`src/hw/rtl/b2da_pkg.sv`:
```
`timescale 1ns / 1ps
`default_nettype none
// ----------------------------------------------------------------------------
// b2da_pkg: shared definitions for the binary to decimal ASCII core
// Widths, character codes and the sequencer state type.
// ----------------------------------------------------------------------------
package b2da_pkg;

  localparam int VALUE_W    = 63;
  localparam int MAX_DIGITS = 19;
  localparam int DIGIT_W    = 4;
  localparam int BCD_W      = MAX_DIGITS * DIGIT_W;
  localparam int CHAR_W     = 8;
  localparam int BIT_CNT_W  = $clog2(VALUE_W + 1);
  localparam int DIG_CNT_W  = $clog2(MAX_DIGITS + 1);

  localparam logic [CHAR_W-1:0] CHAR_ZERO    = 8'd48;
  localparam logic [CHAR_W-1:0] CHAR_NEWLINE = 8'd10;

  typedef enum logic [2:0] {
    ST_IDLE,
    ST_CONV,
    ST_SKIP,
    ST_EMIT,
    ST_NEWLINE
  } state_t;

endpackage
`default_nettype wire

```
`src/hw/rtl/binary_to_decimal_ascii_core.sv`:
```
`timescale 1ns / 1ps
`default_nettype none
// ----------------------------------------------------------------------------
// binary_to_decimal_ascii_core: decimal ASCII rendering of binary values
// Serial shift-add-3 conversion followed by one character per cycle when not stalled.
// ----------------------------------------------------------------------------
// Each request carries a 63-bit unsigned value; the core answers with its
// decimal digits as ASCII, most significant first and without leading zeros
// (zero gives "0"), followed by a newline flagged with out_last. One request
// is handled at a time: after the accept, the bit-serial shift-add-3
// converter takes one input bit per cycle; then the core steps through the
// digit register one digit at a time, dropping leading zeros until it finds
// the first digit to print, and emits each remaining digit as a character
// while the output side accepts it. A newline follows. in_ready is high only
// while the core is idle; the last character may still sit in the output
// register.
module binary_to_decimal_ascii_core (
  input  wire logic                          clk,
  input  wire logic                          rst_n,
  input  wire logic                          in_valid,
  output logic                               in_ready,
  input  wire logic [b2da_pkg::VALUE_W-1:0]  in_value,
  output logic                               out_valid,
  input  wire logic                          out_ready,
  output logic [b2da_pkg::CHAR_W-1:0]        out_character,
  output logic                               out_last
);

  localparam int DW = b2da_pkg::DIGIT_W;

  b2da_pkg::state_t state_r, state_nxt;

  logic [b2da_pkg::VALUE_W-1:0]   bin_r, bin_nxt;
  logic [b2da_pkg::BCD_W-1:0]     bcd_r, bcd_nxt;
  logic [b2da_pkg::BCD_W-1:0]     bcd_adj;
  logic [b2da_pkg::BIT_CNT_W-1:0] bit_cnt_r, bit_cnt_nxt;
  logic [b2da_pkg::DIG_CNT_W-1:0] dig_cnt_r, dig_cnt_nxt;
  logic                           out_valid_r, out_valid_nxt;
  logic [b2da_pkg::CHAR_W-1:0]    out_char_r, out_char_nxt;
  logic                           out_last_r, out_last_nxt;

  logic              in_fire;
  logic              slot_free;
  logic [DW-1:0]     top_digit;

  assign in_ready      = (state_r == b2da_pkg::ST_IDLE);
  assign in_fire       = in_valid && in_ready;
  assign slot_free     = !out_valid_r || out_ready;
  assign top_digit     = bcd_r[b2da_pkg::BCD_W-1 -: DW];
  assign out_valid     = out_valid_r;
  assign out_character = out_char_r;
  assign out_last      = out_last_r;

  // Every BCD digit of 5 or more gets 3 added before the shift, so the
  // doubling carries correctly into the next decimal place.
  always_comb begin
    for (int i = 0; i < b2da_pkg::MAX_DIGITS; i++) begin
      if (bcd_r[i*DW +: DW] >= DW'(5)) begin
        bcd_adj[i*DW +: DW] = bcd_r[i*DW +: DW] + DW'(3);
      end else begin
        bcd_adj[i*DW +: DW] = bcd_r[i*DW +: DW];
      end
    end
  end

  // Next state.
  always_comb begin
    state_nxt = state_r;
    unique case (state_r)
      b2da_pkg::ST_IDLE: begin
        if (in_fire) state_nxt = b2da_pkg::ST_CONV;
      end
      b2da_pkg::ST_CONV: begin
        if (bit_cnt_r == b2da_pkg::BIT_CNT_W'(1)) state_nxt = b2da_pkg::ST_SKIP;
      end
      b2da_pkg::ST_SKIP: begin
        if (top_digit != '0 || dig_cnt_r == b2da_pkg::DIG_CNT_W'(1)) begin
          state_nxt = b2da_pkg::ST_EMIT;
        end
      end
      b2da_pkg::ST_EMIT: begin
        if (slot_free && dig_cnt_r == b2da_pkg::DIG_CNT_W'(1)) begin
          state_nxt = b2da_pkg::ST_NEWLINE;
        end
      end
      b2da_pkg::ST_NEWLINE: begin
        if (slot_free) state_nxt = b2da_pkg::ST_IDLE;
      end
      default: state_nxt = b2da_pkg::ST_IDLE;
    endcase
  end

  // Datapath and output register.
  always_comb begin
    bin_nxt       = bin_r;
    bcd_nxt       = bcd_r;
    bit_cnt_nxt   = bit_cnt_r;
    dig_cnt_nxt   = dig_cnt_r;
    out_valid_nxt = out_valid_r && !out_ready;
    out_char_nxt  = out_char_r;
    out_last_nxt  = out_last_r;
    unique case (state_r)
      b2da_pkg::ST_IDLE: begin
        if (in_fire) begin
          bin_nxt     = in_value;
          bcd_nxt     = '0;
          bit_cnt_nxt = b2da_pkg::BIT_CNT_W'(b2da_pkg::VALUE_W);
          dig_cnt_nxt = b2da_pkg::DIG_CNT_W'(b2da_pkg::MAX_DIGITS);
        end
      end
      b2da_pkg::ST_CONV: begin
        // Carries out of the top digit are dropped, which keeps the value
        // modulo the register's decimal range.
        bcd_nxt     = {bcd_adj[b2da_pkg::BCD_W-2:0], bin_r[b2da_pkg::VALUE_W-1]};
        bin_nxt     = {bin_r[b2da_pkg::VALUE_W-2:0], 1'b0};
        bit_cnt_nxt = bit_cnt_r - b2da_pkg::BIT_CNT_W'(1);
      end
      b2da_pkg::ST_SKIP: begin
        if (top_digit == '0 && dig_cnt_r != b2da_pkg::DIG_CNT_W'(1)) begin
          bcd_nxt     = bcd_r << DW;
          dig_cnt_nxt = dig_cnt_r - b2da_pkg::DIG_CNT_W'(1);
        end
      end
      b2da_pkg::ST_EMIT: begin
        if (slot_free) begin
          out_valid_nxt = 1'b1;
          out_char_nxt  = b2da_pkg::CHAR_ZERO + b2da_pkg::CHAR_W'(top_digit);
          out_last_nxt  = 1'b0;
          bcd_nxt       = bcd_r << DW;
          dig_cnt_nxt   = dig_cnt_r - b2da_pkg::DIG_CNT_W'(1);
        end
      end
      b2da_pkg::ST_NEWLINE: begin
        if (slot_free) begin
          out_valid_nxt = 1'b1;
          out_char_nxt  = b2da_pkg::CHAR_NEWLINE;
          out_last_nxt  = 1'b1;
        end
      end
      default: begin
        out_valid_nxt = 1'b0;
      end
    endcase
  end

  always_ff @(posedge clk) begin
    if (!rst_n) begin
      state_r     <= b2da_pkg::ST_IDLE;
      out_valid_r <= 1'b0;
    end else begin
      state_r     <= state_nxt;
      out_valid_r <= out_valid_nxt;
    end
  end

  always_ff @(posedge clk) begin
    bin_r      <= bin_nxt;
    bcd_r      <= bcd_nxt;
    bit_cnt_r  <= bit_cnt_nxt;
    dig_cnt_r  <= dig_cnt_nxt;
    out_char_r <= out_char_nxt;
    out_last_r <= out_last_nxt;
  end

endmodule
`default_nettype wire
```
`config.mk`:
```
export PLATFORM = sky130hd
export DESIGN_NAME = binary_to_decimal_ascii_core
export DESIGN_NICKNAME = d
export VERILOG_FILES = /design/src/hw/rtl/b2da_pkg.sv /design/src/hw/rtl/binary_to_decimal_ascii_core.sv
export SDC_FILE = /design/constraint.sdc
export NUM_CORES = 1
export LEC_CHECK = 0
export ABC_CLOCK_PERIOD_IN_PS = 16140
export BUFFER_PORTS_ARGS = -buffer_cell sky130_fd_sc_hd__buf_4
export CORE_MARGIN = 1
export CORE_UTILIZATION = 50
export CTS_BUF_LIST = sky130_fd_sc_hd__clkbuf_8 sky130_fd_sc_hd__clkbuf_16
export DETAILED_ROUTE_END_ITERATION = 7
export PLACE_DENSITY = 0.7
export SYNTH_ARGS = -nofsm -noshare
export SYNTH_HDL_FRONTEND = slang
export SYNTH_SLANG_ARGS = --single-unit
```
`constraint.sdc`:
```
create_clock -name clk -period 16.14 [get_ports clk]
set_clock_uncertainty 0.05 [all_clocks]
set_input_delay 0.807 -clock clk [delete_from_list [all_inputs] [get_ports clk]]
set_output_delay 0.807 -clock clk [all_outputs]
set_load 0.02 [all_outputs]
```
Yosys cells after proc, flatten, opt, wreduce, memory -nomap -nowiden
Cells that the tools add are included.
{ "totals": {"ram_bits": 0, "word_cells": 130, "output_inout_bits": 11, "reg_bits": 163, "input_bits": 67, "latchBits": 0, "mem_count": 0, "mem_bits_ro": 0} }
{ "op_classes": {"add_sub_neg": 22, "n_shift": 0, "n_reduce_logical": 22, "muxes": 45, "n_eq_ne": 14, "magnitude_cmp": 19, "n_bitwise": 0, "multipliers": 0, "div": 0} }
{ "ops": {"columns": ["operator", "count"], "rows": [
  ["$pmux 76 s4", 1],
  ["$mux 76", 3],
  ["$pmux 63 s2", 1],
  ["$ge 4x3->1 const B", 19],
  ["$add 4x2->4 const B", 18],
  ["$mux 4", 18],
  ["$mux 63", 1],
  ["$mux 3", 6],
  ["$mux 8", 2],
  ["$pmux 8 s2", 1],
  ["$mux 5", 3],
  ["$pmux 3 s5", 1],
  ["$pmux 5 s3", 1],
  ["$ne 2x2->1 const B", 6],
  ["$pmux 6 s2", 1],
  ["$reduce_and 4->1", 2],
  ["$reduce_bool 4->1", 2],
  ["$add 6x4->7 const A", 1],
  ["$eq 3x2->1 const B", 2],
  ["$eq 6x1->1 const B", 1],
  ["$mux 6", 1],
  ["$sub 6x1->6 const B", 1],
  ["$eq 5x1->1 const B", 1],
  ["$ne 5x1->1 const B", 1],
  ["other kinds (19)", 28]
]} }

Depth between registers and ports, before layout
{ "depth": {"ltp_word": 5, "mapped_depth": 6, "depth_no_buf": 6} }

Worst setup path before layout
OpenSTA, ideal clock, no wires.
{ "synth_timing": {"path_type": "reg-to-reg", "from": "register bcd_r[72] (netlist bit)", "to": "register dig_cnt_r[0] (netlist bit), enable pin", "setup_ns": 0.316, "t_arrival_ns": 5.090, "period_less_slack_ns": 5.456, "required_ns": 15.774, "n_path_buf": 0, "path_stages_with_launch": 7, "setup_slack_ns": 10.684, "cell_sequence": "edfxtp_1 > inv_1 > ha_1 > or3b_1 > or3_1 > a311oi_2 > o21a_1"} }
{ "synth_via": {"elab_chain_cells": 4} }
{ "synth_lines": {"columns": ["element", "line", "rtl"], "rows": [
  ["start, declared", "binary_to_decimal_ascii_core.sv:34", "logic [b2da_pkg::BCD_W-1:0] bcd_r, bcd_nxt;"],
  ["start signal, assigned", "binary_to_decimal_ascii_core.sv:158", "bcd_r <= bcd_nxt;"],
  ["$logic_not 4->1", "binary_to_decimal_ascii_core.sv:119", "if (top_digit == '0 && dig_cnt_r != b2da_pkg::DIG_CNT_W'(1)) begin"],
  ["$logic_and 1x1->1", "binary_to_decimal_ascii_core.sv:119", null],
  ["$ne 2x2->1 (no line)", null, null],
  ["$reduce_and 4->1 (no line)", null, null],
  ["end signal, assigned", "binary_to_decimal_ascii_core.sv:160", "dig_cnt_r <= dig_cnt_nxt;"],
  ["end, declared", "binary_to_decimal_ascii_core.sv:37", "logic [b2da_pkg::DIG_CNT_W-1:0] dig_cnt_r, dig_cnt_nxt;"]
]} }
Every way passes these cells.
A chain may end at the register's enable or synchronous reset.

Worst setup path after layout
{ "layout_timing": {"from": "register bcd_r[72] (netlist bit)", "to": "register dig_cnt_r[2] (netlist bit), enable pin"} }
The elaborated chain is that of the path after synthesis.

==> impl_metrics.json <==
{
  "drive_above_1_share_pct": 13.2,
  "clkTransAtPathRegs_ps": 60,
  "synth_most_common_cell": "nand2_1",
  "grt_max_degree": 78,
  "endpoint_kind": "register",
  "slowest_stage": "buf_4",
  "dp_cells": 1074,
  "cts_hold_buf": 0,
  "ff_latch_area_um2": 4760,
  "min_to": "bin_r[34]$_DFFE_PP_",
  "dieHeight_um": 133,
  "synth-async-reset-ratio_pct": 0,
  "grt_pass1_wl_mm": 27.3,
  "htree_levels": 4,
  "holdPathStages": 2,
  "worstHoldPathType": "register to register",
  "antenna_found_initial": 0,
  "initial_core_util_pct": 51.4,
  "numPortBuffers": 75,
  "grt_pass1_vias": 5760,
  "rr_worst_depth": 7,
  "fmax_mhz": 312,
  "fin_setup_tns_ps": 0,
  "nets": 983,
  "synth_common_cells": "nand2_1, edfxtp_1, inv_1",
  "slew_headroom_pct": 22.8,
  "crit_arrival_ps": 3260,
  "period_needed_ps": 3200,
  "hpwl_mm": 9.77,
  "power.density_nw_per_um2": 208,
  "path_cells": "inv_1 > ha_1 > or3b_1 > or3_1 > a311oi_4 > buf_4 > o21a_1",
  "r2r_end": "dig_cnt_r[2]$_SDFFCE_PP0P_",
  "synth_cell_types": 47,
  "crit_required_ps": 16190,
  "cts_setup_buffers": 0,
  "worst_ir_drop_vdd_mv": 0.0977,
  "synth_edf_count": 156,
  "hold_violations": 0,
  "r2r-start": "bcd_r[72]$_DFFE_PP_",
  "viasPerCell": 5.43,
  "setup_viol": 0,
  "grt_setup_unrepaired": "no",
  "drc": 0,
  "ios": 78,
  "drt-total-wl_mm": 15.7,
  "syn_inst": 811,
  "row_count": 47,
  "gp_congestion": 0.759,
  "cts_buffers": 17,
  "cts_root_buf": "clkbuf_16",
  "tightest_slew_ps": 1150,
  "cts.path.max_buffers": 2,
  "multi_input_area_um2": 3440,
  "grt_overflow": 0,
  "yosysTopAreaCell": "edfxtp_1",
  "first_pass_iters": 5,
  "fill_cells": 1407,
  "whs_ps": 460,
  "slew_violations": 0,
  "ff2ff_setup_slack_ps": 12940,
  "cts_sinks": 160,
  "maxCapViolCount": 0,
  "fin_cells": 1106,
  "fin_crit_sh_pct": 19.8,
  "hp-start": "bin_r[33]$_DFFE_PP_",
  "seq_area_frac_synth_pct": 55.7,
  "syn2layout_area_growth_pct": 15.9,
  "synth-main-ff-cell": "edfxtp_1",
  "fp.coreArea_um2": 16600,
  "startpoint": "bcd_r[72]$_DFFE_PP_",
  "cp-start-kind": "register",
  "final_antenna_net_count": 0,
  "fin_ws_ps": 12940,
  "cts_tree": "yes",
  "synth_top_area_share_pct": 54.8,
  "path_max_fanout": 77,
  "status": "completed",
  "ys_top_cells_by_area": "edfxtp_1, nand2_1, ha_1, a21oi_1, xnor2_1",
  "ys_seq_elements": 160,
  "synth_area_um2": 8550,
  "clk_latency_ps": 420,
  "drt-initial-drc-count": 441,
  "diodes": 0,
  "vias": 6004,
  "wl_per_cell_um": 14.2,
  "power.leakage_nw": 4.04,
  "dieWidth_um": 133,
  "dieArea_um2": 17600,
  "pre_cts_ws_ps": 12910,
  "syn_area_per_cell_um2": 10.5,
  "max_stage_delay_ps": 810,
  "grt.total_usage_pct": 19.3,
  "cts_resized": 0,
  "yosysWarnings": 0,
  "crit_type": "register to register"
}
==> registers in the layout, summed over array words and instances (netlist names) <==
name	flops
out_last	1
bin_r	63
state_r	3
bcd_r	76
out_valid	1
dig_cnt_r	5
out_character	5
bit_cnt_r	6
==> layer usage <==
metal	up-vias	track usage [%]	part of all wire, %
li1	3014	-	-
met2	164	29.7	46
met4	0	6.70	1.2
met1	2811	26.9	48
met5	-	0	0
met3	15	4.18	4.8
==> area by class of cell <==
type | instances | share of cell area, %
inverter | 53 | 2.01
timing repair buffer | 81 | 6.14
tap | 220 | 2.78
sequential | 160 | 48.1
clock inverter | 15 | 2.01
clock buffer | 17 | 4.29
multi-input combinational | 560 | 34.7
==> critical path: cells and delay by family (launching register included) <==
kind,cells,cell delay (ps)
DFF,1,380
AOI/OAI and AO/OA,2,610
adders and majority gates,1,160
buffers and inverters,2,950
and+or+nand+nor,2,730
==> logic make-up (layout without fill, tap and decap cells) <==
group | count (synthesis) | in the layout | share of synthesized area, %
AO/OA/AOI/OAI | 168 | 168 | 13.0
XOR/XNOR | 29 | 29 | 2.97
adder cells (fa/ha/maj) | 43 | 43 | 6.29
buffers and inverters | 92 | 166 | 4.40
flip-flops | 160 | 160 | 55.7
multiplexers | 19 | 19 | 2.22
other | 1 | 2 | 0.0438
AND/OR/NAND/NOR | 299 | 299 | 15.4
==> where the power goes <==
part           internal, W  total [W]  switching, W
Sequential        0.000746   0.000867      0.000121
Combinational     0.000294   0.000770      0.000476
Clock             0.000271   0.000427      0.000156
Total              0.00131    0.00206      0.000753
==> metrics by stage <==
step	util (%)	power (W)	area (um^2)
finish	59.6	0.00206	9910
global route	59.6	0.00222	9910
CTS	59.6	0.00208	9910
detailed placement	55.8	0.00165	9290
global placement	55.8	0.00162	9290
floorplan	-	0.00146	8560
==> how the worst max path moves through the flow <==
| stage | cells past startpoint | slack [ps] | to |
|---|---|---|---|
| after CTS | 7 | 12890 | dig_cnt_r[1]$_SDFFCE_PP1P_ |
| after detailed placement | 7 | 12910 | dig_cnt_r[1]$_SDFFCE_PP1P_ |
| after global placement | 7 | 12950 | dig_cnt_r[0]$_SDFFCE_PP1P_ |
| after floorplan | 6 | 10680 | dig_cnt_r[0]$_SDFFCE_PP1P_ |
| after global routing | 7 | 12690 | dig_cnt_r[1]$_SDFFCE_PP1P_ |
| final | 7 | 12940 | dig_cnt_r[2]$_SDFFCE_PP0P_ |
==> cells in the final DEF (no fill, tap or decap), types with 5 or more instances in the layout <==
master / netlist / layout
nand2_1: 213 / 212
a31oi_1: 10 / 10
nand2b_1: 21 / 21
xnor2_1: 23 / 23
o21ai_0: 11 / 11
inv_1: 52 / 53
edfxtp_1: 156 / 156
ha_1: 43 / 43
a22o_1: 18 / 18
nor3_1: 12 / 12
clkbuf_16: 0 / 17
mux2i_1: 19 / 19
o22ai_1: 30 / 30
nor3b_1: 12 / 12
nor2_1: 21 / 21
xor2_1: 6 / 6
buf_4: 3 / 81
a41oi_1: 9 / 9
bufinv_16: 0 / 5
o21ai_1: 12 / 12
o32ai_1: 15 / 15
a21oi_1: 44 / 44
o21a_1: 10 / 10
(Power assumes the default switching activity.)
